<file path="config.mk">
export PLATFORM = sky130hd
export DESIGN_NAME = rbft_fifo
export DESIGN_NICKNAME = d
export VERILOG_FILES = /design/src/design/rbft_pkg.sv /design/src/design/rbft_fifo.sv
export SDC_FILE = /design/constraint.sdc
export NUM_CORES = 1
export LEC_CHECK = 0
export ABC_AREA = 0
export BUFFER_PORTS_ARGS = -buffer_cell sky130_fd_sc_hd__buf_2
export CAP_MARGIN = 10
export CORE_MARGIN = 2
export CORE_UTILIZATION = 28
export DETAILED_ROUTE_END_ITERATION = 10
export PLACE_DENSITY = 0.47
export SKIP_LAST_GASP = 1
export SYNTH_ARGS = -nofsm -noshare
export SYNTH_HDL_FRONTEND = slang
export SYNTH_SLANG_ARGS = --single-unit
</file>
<file path="constraint.sdc">
create_clock -name clk -period 17.58 [get_ports clk]
set_input_delay 3.516 -clock clk [delete_from_list [all_inputs] [get_ports clk]]
set_output_delay 3.516 -clock clk [all_outputs]
set_load 0.03 [all_outputs]
</file>
<file path="src/design/rbft_pkg.sv">
// ----------------------------------------------------------------------------
// rbft_pkg
// shared types and constants for the rigid body frame transform
// ----------------------------------------------------------------------------
package rbft_pkg;

    localparam int QuatW   = 16;
    localparam int PosW    = 32;
    localparam int ElemW   = 16;
    localparam int CfgW    = 48;
    localparam int CfgIdxW = 2;

    localparam logic [CfgIdxW-1:0] CFG_ROW0 = 2'd0;
    localparam logic [CfgIdxW-1:0] CFG_ROW1 = 2'd1;
    localparam logic [CfgIdxW-1:0] CFG_ROW2 = 2'd2;

    // accepted body update as it sits in the queue
    typedef struct packed {
        logic signed [QuatW-1:0] qr;
        logic signed [QuatW-1:0] qi;
        logic signed [QuatW-1:0] qj;
        logic signed [QuatW-1:0] qk;
        logic signed [PosW-1:0]  px;
        logic signed [PosW-1:0]  py;
        logic signed [PosW-1:0]  pz;
    } body_item_t;

    // queue status seen by front and back
    typedef struct packed {
        logic full;
        logic empty;
    } fifo_stat_t;

    function automatic logic signed [ElemW-1:0] sat16(input logic signed [63:0] v);
        logic signed [ElemW-1:0] r;
        if (v > 64'sd32767)
            r = 16'sh7fff;
        else if (v < -64'sd32768)
            r = 16'sh8000;
        else
            r = v[ElemW-1:0];
        return r;
    endfunction

endpackage

</file>
<file path="src/design/rbft_fifo.sv">
// ----------------------------------------------------------------------------
// rbft_fifo
// short queue between the intake and the row engine
// ----------------------------------------------------------------------------
module rbft_fifo #(
    parameter int Depth = 2
) (
    input  logic                clk,
    input  logic                rst_n,
    input  logic                push,
    input  rbft_pkg::body_item_t wdata,
    input  logic                pop,
    output rbft_pkg::body_item_t rdata,
    output rbft_pkg::fifo_stat_t stat
);
    import rbft_pkg::*;

    localparam int AW = (Depth > 1) ? $clog2(Depth) : 1;

    body_item_t            mem_reg [Depth];
    logic [AW-1:0]         wr_ptr_reg;
    logic [AW-1:0]         rd_ptr_reg;
    logic [AW:0]           count_reg;

    function automatic logic [AW-1:0] inc(input logic [AW-1:0] p);
        logic [AW-1:0] n;
        if (p == AW'(Depth - 1))
            n = '0;
        else
            n = p + AW'(1);
        return n;
    endfunction

    assign stat.full  = (count_reg == (AW+1)'(Depth));
    assign stat.empty = (count_reg == '0);
    assign rdata      = mem_reg[rd_ptr_reg];

    always_ff @(posedge clk)
    begin
        if (push)
        begin
            mem_reg[wr_ptr_reg] <= wdata;
        end
    end

    always_ff @(posedge clk or negedge rst_n)
    begin
        if (!rst_n)
        begin
            wr_ptr_reg <= '0;
            rd_ptr_reg <= '0;
            count_reg  <= '0;
        end
        else
        begin
            if (push)
                wr_ptr_reg <= inc(wr_ptr_reg);
            if (pop)
                rd_ptr_reg <= inc(rd_ptr_reg);
            if (push && !pop)
                count_reg <= count_reg + 1'b1;
            else if (pop && !push)
                count_reg <= count_reg - 1'b1;
        end
    end

endmodule

</file>
; ---- Word-level counts from Yosys, hierarchy flattened
; Memories as Yosys holds them, arrays and structs flattened.
; Cells that the tools add are included.
[word_totals]
elab_cells = 21
ram_bits = 320
output_inout_bits = 162
ff_bits = 4
mem_count = 1
input_bits = 164
[classes]
n_reduce_logical = 6
n_eq_ne = 1
add_sub_neg = 4
muxes = 6
[memory_table]
columns = name, words, width, rd, rd_clocked_by_memory_dff, write_ports, line
row1 = mem_reg, 2, 160, 1, 0, 1, rbft_fifo.sv:20  ; body_item_t mem_reg [Depth];
[ops]
columns = cell, count
row1 = 1-bit two-way mux, 4
row2 = 2-bit two-way mux, 2
row3 = "1-bit adder, second input constant", 2
row4 = "2-bit by 1-bit adder with 2-bit output, second input constant", 1
row5 = "2-bit == test, second input constant", 1
row6 = 1-bit logical AND, 2
row7 = 1-bit zero test, 2
row8 = 2-bit zero test, 1
row9 = 2-bit nonzero test, 1
row10 = "2-bit by 1-bit subtractor with 2-bit output, second input constant", 1

; ---- Depth between registers and ports, before layout
; Gate-level depths: netlist of the first run.
[logic_depth]
depth_word = 4
mapped_depth = 5
depth_no_buf = 5

; ---- Least setup slack after synthesis of the first run
; No wires, ideal clock.
[synth_path]
kind = input to register
from = input push
to = memory mem_reg[0][0] (netlist name) (enable)
arrival_ns = 10.431
n_path_buf = 0
stages = 1
slack_ns = 6.448
t_required_ns = 16.879
setup_time_ns = 0.701
cell_sequence = nor2b_1
[synth_via]
elab_chain_len = 2
[synth_lines]
columns = element, line
row1 = start: declaration, rbft_fifo.sv:10  ; input logic push,
row2 = 1-bit two-way mux, rbft_fifo.sv:40  ; if (push)
row3 = 1-bit two-way mux (implied by the code), rbft_fifo.sv:42  ; mem_reg[wr_ptr_reg] <= wdata;
row4 = end: declaration, rbft_fifo.sv:20
; Every way passes these cells.

==> results of run 1 <==
## logic make-up after synthesis
| group | count (synthesis) | synth area share |
|---|---|---|
| muxes | 160 | 0.177 |
| buffers and inverters | 19 | 0.0134 |
| DFF | 324 | 0.803 |
| adders and majority gates | 1 | 0.00103 |
| and+or+nand+nor | 5 | 0.00217 |
| xor gates and xnor gates | 5 | 0.00362 |
## per-layer routing
layer	part of all wire	track usage	routed length (um)
met1	0.42	0.140	11200
met2	0.45	0.176	11900
met3	0.097	0.0516	2560
met4	0.027	0.0517	721
met5	0.0029	0	77
## final cells by class
| type | count | area share |
|---|---|---|
| clock inverters | 26 | 0.0124 |
| diodes | 2 | 0.000322 |
| multi-input cells | 171 | 0.144 |
| well taps | 585 | 0.0471 |
| clock buffers | 43 | 0.0637 |
| flip-flops and latches | 324 | 0.625 |
| repair buffers | 332 | 0.108 |
| inverters | 1 | 0.000241 |
## critical path: stages, from the launching register on
cell and delay (ns):
dfrtp_4 1.08, buf_4 0.86, mux2_2 0.43, buf_2 0.18
## synthesized netlist by cell type (all sizes together)
master,instances
nor2,2
inv,1
ha,1
edfxtp,320
xor2,4
and2,1
mux2,160
dfrtp,4
xnor2,1
buf,18
nor2b,2
## power by group through the flow
stage                     logic, uW  clock network (uW)  registers [uW]
after detailed placement        984                   0            1110
after global routing           1020                 804            1110
final                           963                 745            1090
after floorplan                 756                   0            1100
after global placement          986                   0            1110
after CTS                       986                 774            1100
## how the worst max path moves through the flow
stage                from             to  slack, ns  cells past startpoint
2_1_floorplan        push  mem_reg[0][0]       6.45                      1
6_report       rd_ptr_reg     rdata[132]      10.84                      3
5_1_grt        rd_ptr_reg     rdata[132]      10.66                      3
3_5_place_dp   rd_ptr_reg     rdata[132]      11.35                      3
3_3_place_gp   rd_ptr_reg     rdata[132]      11.33                      3
4_1_cts        rd_ptr_reg     rdata[132]      10.73                      3
## through the flow
step           instances   util  setup WS [ns]  total power (uW)
2_1_floorplan        514      -           6.45              1860
3_3_place_gp        1413  0.335          11.33              2090
3_5_place_dp        1413  0.335          11.35              2090
4_1_cts             1482  0.362          10.73              2860
5_1_grt             1482  0.362          10.66              2930
6_report            1484  0.363          10.84              2800
==> flow_summary.yaml, run 1 <==
placement:
  placed_cell_area_sq_um: 14400
  numPortBuffers: 325
  place.gp.congestion: 0.675
  dp_hpwl_um: 17200
setup_path:
  path_class: "reg2out"
  r2r_slack_ns: 15.25
  rr_worst_depth: 3
  reg2reg_to: "mem_reg[0][131]"
  r2r-start: "wr_ptr_reg"
  worstPathRequired_ns: 14.06
  cp.arrival_ns: 3.23
  startpoint_type: "flop"
  endpoint_kind: "primary output"
  crit_fanout: 58
pwr:
  ir_worst_vdd_mv: 0.112
  p_switching_uw: 982
  leakage_uw: 0.00600
  comb_power_share: 0.344
  pwr-share-clk: 0.266
  power_frac_seq: 0.390
  powerDensity_nw_per_um2: 180
  power.internal_uw: 1820
  swShare: 0.351
logic_synthesis:
  yosysWarnings: 0
  avgSynthCellArea_sq_um: 23.5
  synth.distinct_cells: 13
  synth_area_sq_um: 12100
  ys_seq_elements: 324
  netlist_instances: 514
  synth_top_area_frac: 0.795
  syn_nets: 679
  yosys-top-cells-area: "edfxtp_1, mux2_4, mux2_2"
  synth_seq_area_share: 0.803
  yosys.area.top_type: "edfxtp_1"
clock_network:
  holdBufCountCts: 0
  htreeDepth: 2
  cts_sinks: 324
  clk_latency_ns: 0.55
  cts_buffer_depth: 3
  clk_pin_slew_ns: 0.06
  cts_setup_buffers: 0
  cts_tree: "done"
  cts_root_buffer: "clkbuf_16"
  cts_resized: 0
  numCtsBuffers: 39
job:
  cap_violations: 0
finish:
  nFillCells: 4110
  drive_gt1_frac: 0.606
  nNetsFinal: 1034
  layout_common_cells: "buf_2, edfxtp_1, mux2_4, mux2_2, clkbuf_16"
  post-route-cell-area_sq_um: 15500
  area_growth_pct: 28.6
  regArea_sq_um: 9710
  final_common_cell: "buf_2"
  largest_reg_flops: 320
  multi_input_area_sq_um: 2230
routing:
  drc_errors: 0
  drt_iter0_markers: 278
  num_vias: 6040
  finalWirelength_um: 26500
  viasPerCell: 4.07
  drt-wirelength-per-cell_um: 17.8
  final_antenna_net_count: 0
  first_pass_iters: 4
floorplan:
  die_h_um: 212
  design.die.area_sq_um: 44900
  fp-row-count: 76
  core_area_sq_um: 42900
  start_util: 0.282
  dieWidth_um: 212
  boundaryPins: 326
min_path:
  hp-start: "count_reg[1]"
  whs_endpoint: "count_reg[1]"
  hold_depth: 1
  hp-class: "reg2reg"
timing:
  layout_min_cycle_time_ns: 6.74
  rsz0062_at_grt: "false"
  fin_skew_ns: 0.0161
  maxSlewViolCount: 0
  period_share: 0.384
  clock.fmax_mhz: 148
  fin_setup_tns_ns: 0
  hold_viol_final: 0
  relSlewSlack: 0.285
  worstMarginPinSlew_ns: 1.07
  hold_ws_ns: 0.490
  setup_viol: 0
global_routing:
  grt_pass1_vias: 6313
  grtUsageTotal: 0.115
  antenna_found_initial: 8
  overflow: 0
  grt_pass1_wl_um: 38000
  grt_start_max_net_pins: 72
outcome:
  status: "finished clean"
(Power assumes the default switching activity.)
==> inputs of run 2 (changes only) <==
- PLACE_DENSITY: 0.47 -> 0.49
- clock period: 17.58 -> 6.15 ns (I/O delays scaled with it)
==> flow_summary.yaml, run 2 (synthesis gave the netlist of run 1 again) <==
outcome:
  status: "finished clean"
timing:
  maxSlewViolCount: 0
  clock.fmax_mhz: 264
  hold_viol_final: 0
  fin_skew_ns: 0.0127
  finalWorstSetupSlack_ns: 2.37
  fin_setup_tns_ns: 0
  worstMarginPinSlew_ns: 0.778
  setup_viol: 0
  period_share: 0.615
  rsz0062_at_grt: "false"
  relSlewSlack: 0.482
  layout_min_cycle_time_ns: 3.78
setup_path:
  crit_fanout: 76
  cpPeakStageDelay_ns: 0.80
  endpoint_kind: "primary output"
  cp_num_buf_inv: 2
  worstPathRequired_ns: 4.92
  startpoint_type: "flop"
  worstPathCellList: "buf_12 -> mux2_2 -> buf_2"
  path_class: "reg2out"
  path_delay_family: "flip-flops"
  cp.arrival_ns: 2.55
  cp_slowest_cell: "dfrtp_4"
floorplan:
  dieWidth_um: 212
  design.die.area_sq_um: 44900
  die_h_um: 212
  core_area_sq_um: 42900
  fp-row-count: 76
  start_util: 0.282
  boundaryPins: 326
routing:
  drc_errors: 0
  final_antenna_net_count: 0
  drt_iter0_markers: 222
  num_vias: 5961
  viasPerCell: 4.03
  drt-wirelength-per-cell_um: 17.8
  finalWirelength_um: 26300
  first_pass_iters: 6
global_routing:
  grt_pass1_wl_um: 38200
  antenna_found_initial: 8
  grt_start_max_net_pins: 82
  grt_pass1_vias: 6185
  grtUsageTotal: 0.115
  overflow: 0
clock_network:
  holdBufCountCts: 0
  clk_pin_slew_ns: 0.06
  cts_buffer_depth: 3
  cts_tree: "done"
  clk_latency_ns: 0.53
  cts_root_buffer: "clkbuf_16"
  cts_resized: 0
  htreeDepth: 2
  cts_sinks: 324
  numCtsBuffers: 37
  cts_setup_buffers: 0
placement:
  place.gp.congestion: 0.694
  placed_cell_area_sq_um: 14400
  numPortBuffers: 325
  dp_hpwl_um: 17500
  dp_slack_ns: 2.88
pwr:
  ir_worst_vdd_mv: 0.269
  powerDensity_nw_per_um2: 507
  leakage_uw: 0.00599
finish:
  post-route-cell-area_sq_um: 15500
  layout_common_cells: "buf_2, edfxtp_1, mux2_4, mux2_2, clkbuf_16"
  area_growth_pct: 28.1
  final_common_cell: "buf_2"
  nNetsFinal: 1034
  largest_reg_flops: 320
  drive_gt1_frac: 0.611
min_path:
  hp-class: "reg2reg"
job:
  cap_violations: 0
[run 2: power by group]
part           total [uW]  internal [uW]  switching [uW]
Sequential           3080           2930             152
Clock                2000           1170             827
Combinational        2770           1020            1750
Total                7850           5120            2730
[run 2: cell type report]
cell class                 count  area (sq um)
inverter                       1          3.75
tap                          585           732
timing repair buffer         334          1720
fill                        4069         27400
multi-input combinational    171          2230
sequential                   324          9710
antenna                        1          2.50
clock inverter                18           108
clock buffer                  45           986
[run 2: layer usage]
metal | wire (um) | GRT usage | part of all wire
met1 | 11100 | 0.144 | 0.42
met3 | 2190 | 0.0472 | 0.083
met2 | 12300 | 0.180 | 0.47
met5 | 69 | 0 | 0.0026
met4 | 727 | 0.0418 | 0.028
[run 2: worst paths after layout]
check                              from  slack [ns]         endpoint  cells past startpoint
setup / recovery             rd_ptr_reg        2.37        rdata[25]                      3
hold / removal             count_reg[1]        0.50     count_reg[1]                      1
setup reg to reg             wr_ptr_reg        4.00  mem_reg[0][137]                      3
hold reg to reg            count_reg[1]        0.50     count_reg[1]                      1
max in group asynchronous         rst_n        5.48       rd_ptr_reg                      1
min in group asynchronous         rst_n        0.51     count_reg[0]                      1
[run 2: metrics by stage]
step | total power (uW) | util | hold slack [ns] | instances
2_1_floorplan | 5280 | - | 0.456 | 514
3_3_place_gp | 5950 | 0.336 | 0.481 | 1415
3_5_place_dp | 5970 | 0.336 | 0.480 | 1415
4_1_cts | 8020 | 0.361 | 0.472 | 1478
5_1_grt | 8250 | 0.361 | 0.487 | 1479
6_report | 7850 | 0.361 | 0.496 | 1479
==> inputs of run 3 (changes only) <==
- clock period: 6.15 -> 3.2 ns (I/O delays scaled with it)
==> flow_summary.yaml, run 3 (synthesis gave the netlist of run 1 again) <==
clock_network:
  cts_tree: "done"
  cts_sinks: 324
  numCtsBuffers: 37
  htreeDepth: 2
  cts_resized: 0
  cts_setup_buffers: 0
  cts_buffer_depth: 3
  clk_pin_slew_ns: 0.05
  cts_root_buffer: "clkbuf_16"
  clk_latency_ns: 0.53
routing:
  num_vias: 6010
  wl_met1_um: 10200
  viasPerCell: 4.06
  final_antenna_net_count: 0
  drc_errors: 0
  drt-wirelength-per-cell_um: 17.0
  finalWirelength_um: 25200
  first_pass_iters: 4
  met2_length_um: 12200
  highest_layer: "met5"
  drt_iter0_markers: 280
  routed-wl-met3_um: 2180
pwr:
  leakage_uw: 0.00603
  powerDensity_nw_per_um2: 971
  ir_worst_vdd_mv: 0.427
  total_power_uw: 15100
finish:
  final_core_util: 0.364
  drive_gt1_frac: 0.613
  post-route-cell-area_sq_um: 15600
  num_antenna_cells: 0
  layout_common_cells: "buf_2, edfxtp_1, mux2_4, mux2_2, clkbuf_16"
  regArea_sq_um: 9710
  final_common_cell: "buf_2"
  nNetsFinal: 1045
  largest_reg_flops: 320
  area_growth_pct: 29.0
  multi_input_area_sq_um: 2230
  nFillCells: 4065
timing:
  relSlewSlack: 0.584
  clock.fmax_mhz: 352
  worstMarginPinSlew_ns: 0.623
  setup_viol: 0
  fin_skew_ns: 0.0110
  layout_min_cycle_time_ns: 2.84
  period_share: 0.887
  fin_setup_tns_ns: 0
  hold_ws_ns: 0.293
  rsz0062_at_grt: "false"
  maxSlewViolCount: 0
  hold_viol_final: 0
setup_path:
  cp.arrival_ns: 2.20
  rr_worst_depth: 2
  worstPathRequired_ns: 2.56
  endpoint_kind: "primary output"
  path_class: "reg2out"
  r2r-start: "wr_ptr_reg"
  reg2reg_to: "mem_reg[1][84]"
  crit_fanout: 27
  startpoint_type: "flop"
  r2r_slack_ns: 1.55
floorplan:
  boundaryPins: 326
  dieWidth_um: 212
  design.die.area_sq_um: 44900
  core_area_sq_um: 42900
  start_util: 0.282
  fp-row-count: 76
  die_h_um: 212
global_routing:
  grt_start_max_net_pins: 85
  grtUsageTotal: 0.110
  overflow: 0
  grt_pass1_wl_um: 36900
  antenna_found_initial: 1
  grt_pass1_vias: 6210
placement:
  place.gp.congestion: 0.727
  dp_hpwl_um: 16700
  numPortBuffers: 325
  placed_cell_area_sq_um: 14500
min_path:
  hold_depth: 1
  hp-class: "in2reg"
  whs_endpoint: "mem_reg[1][137]"
  hp-start: "wdata[137]"
job:
  cap_violations: 0
outcome:
  status: "finished clean"
run 3: cell count changes in the layout (fill, tap and decap cells not counted), sizes merged:
cell,delta
bufinv,-1
diode,-1
dlygate4sd3,+1
inv,+1
buf,+10
clkinv,-8
clkbuf,+1
run 3: area by class of cell:
type	count	area share
Clock inverter	10	0.00297
Tap cell	585	0.0469
Timing Repair Buffer	345	0.120
Sequential cell	324	0.623
Clock buffer	46	0.0643
Inverter	1	0.000241
Multi-Input combinational cell	171	0.143
run 3: power breakdown:
group	switching [uW]	internal, uW
clock network	1540	2190
registers	266	5630
logic	3430	2080
run 3: repair_timing:
item | 4_1_cts | 5_1_grt
hold buffers | 1 | 0
hold endpoints to repair | 4 | 0
setup endpoints to repair | 0 | 0
run 3: worst max-delay path by stage:
stage | from | to | slack [ns] | cells after the start
4_1_cts | rd_ptr_reg | rdata[158] | 0.23 | 3
5_1_grt | rd_ptr_reg | rdata[158] | 0.23 | 3
3_3_place_gp | rd_ptr_reg | rdata[158] | 0.85 | 3
3_5_place_dp | rd_ptr_reg | rdata[101] | 0.84 | 3
2_1_floorplan | push | mem_reg[0][0] | -0.27 | 1
6_report | rd_ptr_reg | rdata[158] | 0.36 | 3
run 3: metrics by stage:
stage	setup WS (ns)	cells
finish	0.363	1482
CTS	0.234	1482
global route	0.226	1482
global placement	0.854	1425
floorplan	-0.273	514
detailed placement	0.836	1425
run 3: worst max-delay path, stage by stage, from the launching register on:
cell and delay, ns:
dfrtp_4 0.77, buf_4 0.33, mux2_2 0.37, buf_2 0.18
run 3: metal layers:
metal / GRT usage / vias to the layer above
met5: 0 / -
met2: 0.175 / 206
met4: 0.0478 / 2
met3: 0.0412 / 44
li1: - / 2774
met1: 0.134 / 2984
